### src/csvbt_pkg.sv
// csvbt_pkg: shared constants and types for the csv byte tokenizer
// character codes, quote modes, tokenizer state and result word layout
// no dependencies
`timescale 1ns / 1ps

package csvbt_pkg;

  localparam logic [7:0] ChQuote = 8'h22;
  localparam logic [7:0] ChComma = 8'h2C;
  localparam logic [7:0] ChLf    = 8'h0A;
  localparam logic [7:0] ChCr    = 8'h0D;

  localparam logic [1:0] ModeOut   = 2'd0;
  localparam logic [1:0] ModeIn    = 2'd1;
  localparam logic [1:0] ModeQseen = 2'd2;

  typedef struct packed {
    logic [1:0] quote_mode;
    logic       cr_pending;
    logic       row_open;
  } tok_state_t;

  typedef struct packed {
    logic       row_end;
    logic       field_end;
    logic [7:0] char_out;
    logic       char_valid;
  } tok_result_t;

endpackage

### src/csv_byte_tokenizer_unit.sv
// csv_byte_tokenizer_unit: top level of the csv byte tokenizer
// input register, tokenizer state, step logic and result register;
// uses csvbt_pkg, csvbt_step, csvbt_out_stage
//
// Splits a CSV byte stream into field content bytes and field and row
// boundaries. One word per cycle is taken at full rate while the result
// register can take the held word; a word that gives a result passes from the
// input register through the combinational step logic into the result
// register, which shows it on the master side. The step logic also updates the
// quote, cr and row state. Words that give no result (quotes, an lf after cr,
// end of stream with no row open) are dropped inside without a bubble.
`timescale 1ns / 1ps

module csv_byte_tokenizer_unit (
  input  logic       clk_i,
  input  logic       rst_ni,
  input  logic       s_axis_tvalid,
  output logic       s_axis_tready,
  input  logic [7:0] s_axis_tdata,   // [7:0] data_byte
  input  logic       s_axis_tuser,   // [0] stream_end
  output logic       m_axis_tvalid,
  input  logic       m_axis_tready,
  output logic [7:0] m_axis_tdata,   // [7:0] char_out
  output logic [1:0] m_axis_tuser,   // [0] char_valid, [1] field_end
  output logic       m_axis_tlast    // row_end
);
  import csvbt_pkg::*;

  logic        in_valid_q;
  logic        in_valid_d;
  logic [7:0]  in_byte_q;
  logic        in_end_q;
  tok_state_t  state_q;
  tok_state_t  state_d;
  logic        emit;
  tok_result_t step_result;
  tok_result_t out_result;
  logic        out_ready;
  logic        advance;
  logic        in_accept;

  // the held word moves on when the result register can take it
  assign advance       = in_valid_q && out_ready;
  assign s_axis_tready = !in_valid_q || advance;
  assign in_accept     = s_axis_tvalid && s_axis_tready;

  always_comb begin
    in_valid_d = in_valid_q;
    if (in_accept) begin
      in_valid_d = 1'b1;
    end else if (advance) begin
      in_valid_d = 1'b0;
    end
  end

  always_ff @(posedge clk_i or negedge rst_ni) begin
    if (!rst_ni) begin
      in_valid_q <= 1'b0;
      state_q    <= '0;
    end else begin
      in_valid_q <= in_valid_d;
      if (advance) begin
        state_q <= state_d;
      end
    end
  end

  always_ff @(posedge clk_i) begin
    if (in_accept) begin
      in_byte_q <= s_axis_tdata;
      in_end_q  <= s_axis_tuser;
    end
  end

  csvbt_step u_step (
    .state_i      (state_q),
    .data_byte_i  (in_byte_q),
    .stream_end_i (in_end_q),
    .state_o      (state_d),
    .emit_o       (emit),
    .result_o     (step_result)
  );

  csvbt_out_stage u_out_stage (
    .clk_i    (clk_i),
    .rst_ni   (rst_ni),
    .load_i   (advance && emit),
    .result_i (step_result),
    .take_i   (m_axis_tready),
    .ready_o  (out_ready),
    .valid_o  (m_axis_tvalid),
    .result_o (out_result)
  );

  assign m_axis_tdata = out_result.char_out;
  assign m_axis_tuser = {out_result.field_end, out_result.char_valid};
  assign m_axis_tlast = out_result.row_end;

  // a row end always closes a field as well
  assert property (@(posedge clk_i) disable iff (!rst_ni)
    m_axis_tvalid && m_axis_tlast |-> m_axis_tuser[1])
    else $error("row end without field end");

  // a content byte never carries a boundary
  assert property (@(posedge clk_i) disable iff (!rst_ni)
    m_axis_tvalid && m_axis_tuser[0] |-> !m_axis_tuser[1])
    else $error("content byte flagged as field end");

  // end of stream returns the tokenizer to its reset state
  assert property (@(posedge clk_i) disable iff (!rst_ni)
    advance && in_end_q |=> state_q == '0)
    else $error("state not cleared after end of stream");

  // a pending cr means the row was just closed
  assert property (@(posedge clk_i) disable iff (!rst_ni)
    state_q.cr_pending |-> !state_q.row_open)
    else $error("cr pending with row open");

  // with an empty result register the input side never stalls
  assert property (@(posedge clk_i) disable iff (!rst_ni)
    !m_axis_tvalid |-> s_axis_tready)
    else $error("input stalled with empty result register");

endmodule

### src/csvbt_step.sv
// csvbt_step: next-state and result logic for one input word of the tokenizer
// purely combinational; uses csvbt_pkg
`timescale 1ns / 1ps

module csvbt_step (
  input  csvbt_pkg::tok_state_t  state_i,
  input  logic [7:0]             data_byte_i,
  input  logic                   stream_end_i,
  output csvbt_pkg::tok_state_t  state_o,
  output logic                   emit_o,
  output csvbt_pkg::tok_result_t result_o
);
  import csvbt_pkg::*;

  logic is_quote;
  logic is_comma;
  logic is_lf;
  logic is_cr;

  assign is_quote = (data_byte_i == ChQuote);
  assign is_comma = (data_byte_i == ChComma);
  assign is_lf    = (data_byte_i == ChLf);
  assign is_cr    = (data_byte_i == ChCr);

  always_comb begin
    state_o            = state_i;
    state_o.cr_pending = 1'b0;
    emit_o             = 1'b0;
    result_o           = '0;

    if (stream_end_i) begin
      // close an open row, then back to reset state
      state_o            = '0;
      emit_o             = state_i.row_open;
      result_o.field_end = 1'b1;
      result_o.row_end   = 1'b1;
    end else if (state_i.cr_pending && is_lf) begin
      // lf right after a row-ending cr is swallowed
      emit_o = 1'b0;
    end else if (state_i.quote_mode == ModeIn) begin
      state_o.row_open = 1'b1;
      if (is_quote) begin
        state_o.quote_mode = ModeQseen;
      end else begin
        emit_o              = 1'b1;
        result_o.char_valid = 1'b1;
        result_o.char_out   = data_byte_i;
      end
    end else if (state_i.quote_mode == ModeQseen && is_quote) begin
      // doubled quote gives one literal quote
      state_o.quote_mode  = ModeIn;
      state_o.row_open    = 1'b1;
      emit_o              = 1'b1;
      result_o.char_valid = 1'b1;
      result_o.char_out   = ChQuote;
    end else begin
      // outside quotes, also the byte that follows a closing quote
      state_o.quote_mode = ModeOut;
      if (is_quote) begin
        state_o.quote_mode = ModeIn;
        state_o.row_open   = 1'b1;
      end else if (is_comma) begin
        state_o.row_open   = 1'b1;
        emit_o             = 1'b1;
        result_o.field_end = 1'b1;
      end else if (is_lf || is_cr) begin
        state_o.row_open   = 1'b0;
        state_o.cr_pending = is_cr;
        emit_o             = 1'b1;
        result_o.field_end = 1'b1;
        result_o.row_end   = 1'b1;
      end else begin
        state_o.row_open    = 1'b1;
        emit_o              = 1'b1;
        result_o.char_valid = 1'b1;
        result_o.char_out   = data_byte_i;
      end
    end
  end

endmodule

### src/csvbt_out_stage.sv
// csvbt_out_stage: result register in front of the master-side stream port
// holds one result word until it is taken; uses csvbt_pkg
`timescale 1ns / 1ps

module csvbt_out_stage (
  input  logic                   clk_i,
  input  logic                   rst_ni,
  input  logic                   load_i,
  input  csvbt_pkg::tok_result_t result_i,
  input  logic                   take_i,
  output logic                   ready_o,
  output logic                   valid_o,
  output csvbt_pkg::tok_result_t result_o
);
  import csvbt_pkg::*;

  logic        valid_q;
  logic        valid_d;
  tok_result_t result_q;

  // free when empty or when the held word leaves this cycle
  assign ready_o = !valid_q || take_i;

  always_comb begin
    valid_d = valid_q;
    if (load_i) begin
      valid_d = 1'b1;
    end else if (take_i) begin
      valid_d = 1'b0;
    end
  end

  always_ff @(posedge clk_i or negedge rst_ni) begin
    if (!rst_ni) begin
      valid_q <= 1'b0;
    end else begin
      valid_q <= valid_d;
    end
  end

  always_ff @(posedge clk_i) begin
    if (load_i) begin
      result_q <= result_i;
    end
  end

  assign valid_o  = valid_q;
  assign result_o = result_q;

endmodule
### config.mk
export PLATFORM = sky130hd
export DESIGN_NAME = csv_byte_tokenizer_unit
export DESIGN_NICKNAME = d
export VERILOG_FILES = /design/src/csvbt_pkg.sv /design/src/csv_byte_tokenizer_unit.sv /design/src/csvbt_step.sv /design/src/csvbt_out_stage.sv
export SDC_FILE = /design/constraint.sdc
export NUM_CORES = 1
export LEC_CHECK = 0
export BUFFER_PORTS_ARGS = -buffer_cell sky130_fd_sc_hd__buf_2
export CORE_ASPECT_RATIO = 0.6
export CORE_MARGIN = 5
export CORE_UTILIZATION = 35
export DETAILED_ROUTE_END_ITERATION = 10
export SYNTH_ARGS = -nofsm -noshare
export SYNTH_HDL_FRONTEND = slang
export SYNTH_SLANG_ARGS = --single-unit
### constraint.sdc
create_clock -name clk_i -period 4.2 [get_ports clk_i]
set_clock_uncertainty 0.1 [all_clocks]
set_input_delay 1.26 -clock clk_i [delete_from_list [all_inputs] [get_ports clk_i]]
set_output_delay 1.26 -clock clk_i [all_outputs]
set_load 0.02 [all_outputs]
# [Yosys cells after proc, flatten, opt, wreduce, memory -nomap -nowiden]
# Index checks and enable logic that the tools add are counted.
# Widths: inputs -> output; s select.
[totals] input_bits=13 elab_cells=71 ff_bits=26
[classes] reduce_logical=15 mux=37 eq_ne=8
[op_table] operator="$mux 9" count=5
[op_table] operator="$mux 1" count=22
[op_table] operator="$mux 11" count=2
[op_table] operator="$eq 8x4->1 const B" count=2
[op_table] operator="$eq 8x6->1 const B" count=2
[op_table] operator="$mux 2" count=6
[op_table] operator="$mux 4" count=2
[op_table] operator="$logic_and 1x1->1" count=5
[op_table] operator="$reduce_bool 2->1" count=2
[op_table] operator="$logic_or 1x1->1" count=3
[op_table] operator="$ne 3x2->1 const B" count=1
[op_table] operator="$reduce_and 3->1" count=1
[op_table] operator="$eq 2x1->1 const B" count=1
[op_table] operator="$eq 2x2->1 const B" count=1
[op_table] operator="$logic_not 1->1" count=2
[op_table] operator="$ne 2x2->1 const B" count=1
[op_table] operator="$reduce_and 2->1" count=1
[op_table] operator="$reduce_or 2->1" count=1

# [Depth between registers and ports, before layout]
# Gate-level depths: netlist of the first run.
[depth] word_depth=9 mapped_depth=4 depth_no_buf=4

# [By module]
# A second synthesis of the first run with hierarchy kept.
[hier_totals] hier_cells=83 hier_area_um2=1209.9
[by_module_without_submodules] mod="csv_byte_tokenizer_unit" area_each_um2=486.7 cells_each=23 instances=1
[by_module_without_submodules] mod="csvbt_out_stage" area_each_um2=377.9 cells_each=14 instances=1
[by_module_without_submodules] mod="csvbt_step" area_each_um2=345.3 cells_each=46 instances=1

# [Least setup slack after synthesis of the first run]
# No wires, ideal clock.
[synth_timing] path_type="input -> output" startpoint="input m_axis_tready" endpoint="output s_axis_tready" setup_slack_ps=1287 cell_stages=2 path_buffers=0 t_arrival_ps=1553 cell_sequence="nor2b_1 nand2_1"
[synth_via] elab_chain_cells=3
[synth_lines] item="from (decl)" line="csv_byte_tokenizer_unit.sv:22" rtl="input logic m_axis_tready,"
[synth_lines] item="$logic_or 1x1->1" line="csvbt_out_stage.sv:22" rtl="assign ready_o = !valid_q || take_i;"
[synth_lines] item="$logic_and 1x1->1" line="csv_byte_tokenizer_unit.sv:43" rtl="assign advance = in_valid_q && out_ready;"
[synth_lines] item="$logic_or 1x1->1" line="csv_byte_tokenizer_unit.sv:44" rtl="assign s_axis_tready = !in_valid_q || advance;"
[synth_lines] item="to (decl)" line="csv_byte_tokenizer_unit.sv:18" rtl="output logic s_axis_tready,"
# No other way between the ends.

# [Final worst setup path of the first run]
# Ends and elaborated chain as after synthesis.

==> results of run 1 <==
[power by group]
group / total [W] / internal [W] / switching, W
clock network: 0.000139 / 0.0000678 / 0.0000713
registers: 0.000321 / 0.000305 / 0.0000159
logic: 0.0000776 / 0.0000295 / 0.0000481
[state kept, by name, summed over array words and instances (netlist names)]
name,count
in_end_q,1
in_valid_q,1
u_out_stage.result_o,11
in_byte_q,8
u_out_stage.valid_o,1
state_q,4
[synth_stat cells, drive strengths merged]
| cell | n |
|---|---|
| o2111a | 1 |
| dfrtp | 6 |
| edfxtp | 20 |
| nor3b | 3 |
| a31oi | 1 |
| a31o | 1 |
| nand4b | 2 |
| o41ai | 2 |
| a21boi | 1 |
| nand3 | 3 |
| clkbuf | 1 |
| nand3b | 2 |
| nor2 | 4 |
| and3 | 1 |
| or3 | 2 |
| nor3 | 1 |
| a21o | 1 |
| nand4 | 4 |
| a32o | 1 |
| o21ai | 5 |
| and2 | 2 |
| nor2b | 7 |
| nand2 | 5 |
| xor2 | 1 |
| inv | 1 |
| nor4b | 2 |
| and4b | 1 |
| nand2b | 3 |
| mux2 | 1 |
| nor4 | 2 |
| o31ai | 1 |
| a21oi | 1 |
[worst paths after layout]
check                         startpoint                       to  slack (ns)  depth (start not counted)
min in group asynchronous         rst_ni               state_q[2]        0.70                          1
setup reg to reg            in_byte_q[0]  u_out_stage.result_o[4]        2.02                          4
hold / removal                state_q[0]               state_q[0]        0.44                          2
hold reg to reg               state_q[0]               state_q[0]        0.44                          2
max in group asynchronous         rst_ni               state_q[1]        3.14                          1
setup / recovery           m_axis_tready            s_axis_tready        1.05                          4
[cell type report]
class                   instances  share of cell area, %
repair buffers                 25                   8.92
multi-input cells              61                   30.1
clock buffers                   4                   3.21
inverters                       1                  0.268
flip-flops and latches         26                   53.5
well taps                      45                   4.01
[layer usage]
metal,track usage [%],share of wire (%)
met4,3.16,1.1
met5,0,0
met2,14.2,38
met3,4.59,10
met1,16.2,51
[metrics by stage]
| stage | utilization, % | instance area, sq um |
|---|---|---|
| detailed placement | 41.9 | 1360 |
| CTS | 43.2 | 1400 |
| global route | 43.2 | 1400 |
| floorplan | - | 1180 |
| finish | 43.2 | 1400 |
| global placement | 41.9 | 1360 |
[logic make-up (layout without fill, tap and decap cells)]
family | after synthesis | in the layout | share of synthesized area [%]
AO/OA/AOI/OAI | 15 | 15 | 9.01
buffers and inverters | 2 | 30 | 0.636
flip-flops | 26 | 26 | 63.6
AND/OR/NAND/NOR | 44 | 44 | 25.0
multiplexers | 1 | 1 | 0.954
XOR/XNOR | 1 | 1 | 0.742
[worst max-delay path: cells and delay by family]
family | cells | cell delay (ns)
buffers and inverters | 2 | 0.27
and+or+nand+nor | 2 | 0.25
==> out/qor.yml, run 1 <==
outcome: "finished, final reports clean"
syn2layout_area_growth_pct: 18.9
fin_crit_ns: 3.15
crit_path_end_kind: "output pin"
start_util_pct: 36.4
portBuffers: 25
yosysUniqueCellTypes: 34
final_cell_mix: "buf_2 (25), edfxtp_1 (20), nor2b_1 (7)"
synthTopCellsByArea: "edfxtp_1 (51%), dfrtp_1 (13%), nor2b_1 (3.7%)"
die_area_sq_um: 4670
drv_cap: 0
maxSlewHeadroom_pct: 58.0
cp_max_fo: 3
wire_per_inst_um: 14.3
grt_max_degree: 15
hold_path_class: "reg -> reg"
routabilityCongestion: 0.795
crit_path_start_kind: "primary input"
critPathMaxStageDelay_ns: 0.17
rows: 16
core_area_sq_um: 3240
ant_nets: 0
path_cells: "buf_2, nor2b_1, nand2_1, buf_2"
layout_commonest_cell: "buf_2"
finalSetupViolCount: 0
grt_pass1_wl_mm: 3.72
finalPower_w: 0.000537
fmax_mhz: 318
crit_slowest_cell: "buf_2"
antenna_found_initial: 0
root_buffer: "clkbuf_8"
drc_errors: 0
nets: 131
routed_wl_mm: 2.31
n_antenna_cell: 0
die_w_um: 85.0
fill_cells: 332
synth_nets: 102
grt_pass1_vias: 744
yosysWarnings: 0
drive_above_1_share_pct: 27.4
worstPathArrival_ns: 1.79
ys_seq_area_share_pct: 63.6
io_pins: 26
place_inst: 158
clk_latency_ns: 0.27
crit_top_cell: "buf_2"
grt_remaining_overflow: 0
fin_cells: 162
crit_required_ns: 2.84
timing.hold.ws_ns: 0.440
synth_top_area_cell: "edfxtp_1"
vias_per_cell: 5.06
crit_type: "in -> out"
powerDensity_nw_per_um2: 383
period_share_pct: 74.9
synth_area_sq_um: 1180
detailedRoute.firstIterationViolations: 97
regArea_sq_um: 751
clock-sinks: 26
track_usage_pct: 10.9
drv_slew: 0
fin_ws_ns: 1.05
p_leak_nw: 0.548
synth_top_area_share_pct: 50.9
dp_slack_ns: 1.06
worst_slew_pin_slew_ns: 0.624
hold_viol_final: 0
tns_ns: 0
clk_pin_slew_ns: 0.08
vias: 820
avgSynthCellArea_sq_um: 13.3
cts_hold_buf: 0
drt-pass1-iter-count: 4
cts_buffers: 3
cts_resized: 0
cts_buffer_depth: 2
rsz0062_at_grt: "false"
die_h_um: 55.0
ys_ff_latch: 26
dpl.hpwl_mm: 1.78
cts_tree: "yes"
post_cts_buffers: 0
htree_levels: 1
syn_inst: 89
multi_input_area_sq_um: 422
peakVddDrop_mv: 0.141
No activity file was read; power rests on OpenSTA's default activity.
==> inputs of run 2 (changes only) <==
- ABC_AREA: not set -> 1
- clock period: 4.2 -> 3.26 ns (I/O delays scaled with it)
==> run 2 against run 1 <==
Against the previous run: via count rose by 1.1%; sequential power rose by 28%; cell count rose by 17%; wire length fell by 7.7%; critical path depth did not move; worst setup slack got worse by 0.29 ns; non-clock buffer count did not move; sequential share of layout area fell by 0.57 points; power rose by 31%; clock-buffer cell count did not move; critical endpoint unchanged; largest cell class unchanged.
==> out/qor.yml, run 2 <==
dpl.hpwl_mm: 1.73
ys_ff_latch: 26
outcome: "finished, final reports clean"
finalSetupViolCount: 0
yosysWarnings: 0
synthArstFlopShare_pct: 23.1
io_pins: 26
hold_viol_final: 0
r2r-end: "u_out_stage.result_o[4]"
synthTopCellsByArea: "edfxtp_1 (50%), dfrtp_1 (13%), nand2_1 (9.1%)"
worst_slew_pin_slew_ns: 0.416
die_w_um: 85.3
fill_cells: 316
routed_wl_mm: 2.14
synth_top_family_by_area: "simple AND/OR/NAND/NOR gates"
grt_max_degree: 15
grt_pass1_vias: 786
avgSynthCellArea_sq_um: 10.3
cts_hold_buf: 0
final_core_util_pct: 43.4
path_cells: "buf_2, inv_1, nand3_1, buf_2"
drive_above_1_share_pct: 32.4
nets: 159
cts_resized: 0
maxSlewHeadroom_pct: 72.2
track_usage_pct: 10.4
wire_per_inst_um: 11.2
synth_compound_area_share_pct: 4.20
rows: 16
cts_tree: "yes"
htree_levels: 1
fmax_mhz: 400
finalPower_w: 0.000706
n_antenna_cell: 0
crit_path_end_kind: "output pin"
crit_type: "in -> out"
whs_endpoint: "state_q[0]"
fin_ws_ns: 0.763
synthTopCellsByCount: "nand2_1 (29), edfxtp_1 (20), inv_1 (15)"
synth_nets: 129
synth_top_area_share_pct: 50.4
worstHoldPathCells: 2
critPathTopFamily: "buffers and inverters"
drc_errors: 0
grt_remaining_overflow: 0
start_util_pct: 36.5
syn_inst: 116
clk_latency_ns: 0.27
crit_path_start_kind: "primary input"
crit_top_cell: "buf_2"
rr_startpoint: "in_byte_q[3]"
p_leak_nw: 0.636
fin_crit_ns: 2.50
dp_slack_ns: 0.768
grt_pass1_wl_mm: 3.58
vias: 829
rsz0062_at_grt: "false"
synth_area_sq_um: 1190
cp.buffers_inverters: 3
portBuffers: 25
syn2layout_area_growth_pct: 19.0
yosys.area_share.simple_pct: 26.8
clock-sinks: 26
drt-pass1-iter-count: 5
worstPathArrival_ns: 1.42
largest_reg_flops: 11
rr_worst_depth: 9
yosys_most_used_dff: "edfxtp_1"
layout_commonest_cell: "nand2_1"
critPathMaxStageDelay_ns: 0.18
rrSetupSlack_ns: 1.36
peakVddDrop_mv: 0.204
core_area_sq_um: 3260
cts_buffers: 3
yosysUniqueCellTypes: 19
worstHoldStart: "state_q[0]"
detailedRoute.firstIterationViolations: 64
synth_fa_ha_area_share_pct: 0
timing.hold.ws_ns: 0.396
powerDensity_nw_per_um2: 498
die_area_sq_um: 4710
muxShareOfSynthArea_pct: 0
drv_cap: 0
hold_path_class: "reg -> reg"
clk_pin_slew_ns: 0.08
ant_nets: 0
period_share_pct: 76.6
post_cts_buffers: 0
ys_seq_area_share_pct: 63.0
synth_top_area_cell: "edfxtp_1"
crit_slowest_cell: "buf_2"
routabilityCongestion: 0.743
drv_slew: 0
die_h_um: 55.2
synth.most_common_cell: "nand2_1"
root_buffer: "clkbuf_8"
crit_required_ns: 2.18
antenna_found_initial: 0
cts_buffer_depth: 2
vias_per_cell: 4.36
cp_max_fo: 3
tns_ns: 0
synthXorXnorAreaFrac_pct: 0
synth-edff-count: 20
final_cell_mix: "nand2_1 (29), buf_2 (25), edfxtp_1 (20)"
==> run 2: final cells by class <==
cell class / count / area, sq um / area share [%]
clock buffer: 4 / 45.0 / 3.18
inverter: 19 / 71.3 / 5.03
multi-input combinational: 71 / 369 / 26.0
sequential: 26 / 751 / 53.0
tap: 45 / 56.3 / 3.97
timing repair buffer: 25 / 125 / 8.83
==> run 2: power by group <==
group	internal, W	switching [W]	total, W
Clock	0.0000874	0.0000951	0.000182
Sequential	0.000396	0.0000147	0.000410
Combinational	0.0000346	0.0000784	0.000113
Total	0.000518	0.000188	0.000706
==> run 2: metrics by stage <==
stage | cell area (sq um) | instances
after floorplan | 1190 | 116
after CTS | 1420 | 190
after global routing | 1420 | 190
after global placement | 1370 | 186
final | 1420 | 190
after detailed placement | 1370 | 186
==> run 2: worst reg2reg max path, cell delays in order (launching register included) <==
cell and delay (ns):
edfxtp_1 0.48, nand2_2 0.14, nor2_4 0.04, nand3_2 0.09, nand2_4 0.09, inv_2 0.09, o21ai_2 0.07, nand2_1 0.07
nand2_1 0.07, inv_1 0.33
==> run 2: how the worst max path moves through the flow <==
stage,cells after the start,slack [ns],endpoint,from
2_1_floorplan,2,0.95,s_axis_tready,m_axis_tready
5_1_grt,4,0.72,s_axis_tready,m_axis_tready
3_3_place_gp,4,0.79,s_axis_tready,m_axis_tready
4_1_cts,4,0.76,s_axis_tready,m_axis_tready
6_report,4,0.76,s_axis_tready,m_axis_tready
3_5_place_dp,4,0.77,s_axis_tready,m_axis_tready
==> run 2: routing by layer <==
metal | track usage, % | part of all wire, % | vias to the layer above
met3 | 4.59 | 9.5 | 2
met4 | 3.16 | 0.70 | 0
met1 | 14.3 | 53 | 366
met5 | 0 | 0 | -
li1 | - | - | 433
met2 | 14.8 | 36 | 28
==> run 2: logic make-up (layout without fill, tap and decap cells) <==
family / count (synthesis) / in the layout
AND/OR/NAND/NOR: 63 / 63
flip-flops: 26 / 26
buffers and inverters: 19 / 48
AO/OA/AOI/OAI: 8 / 8
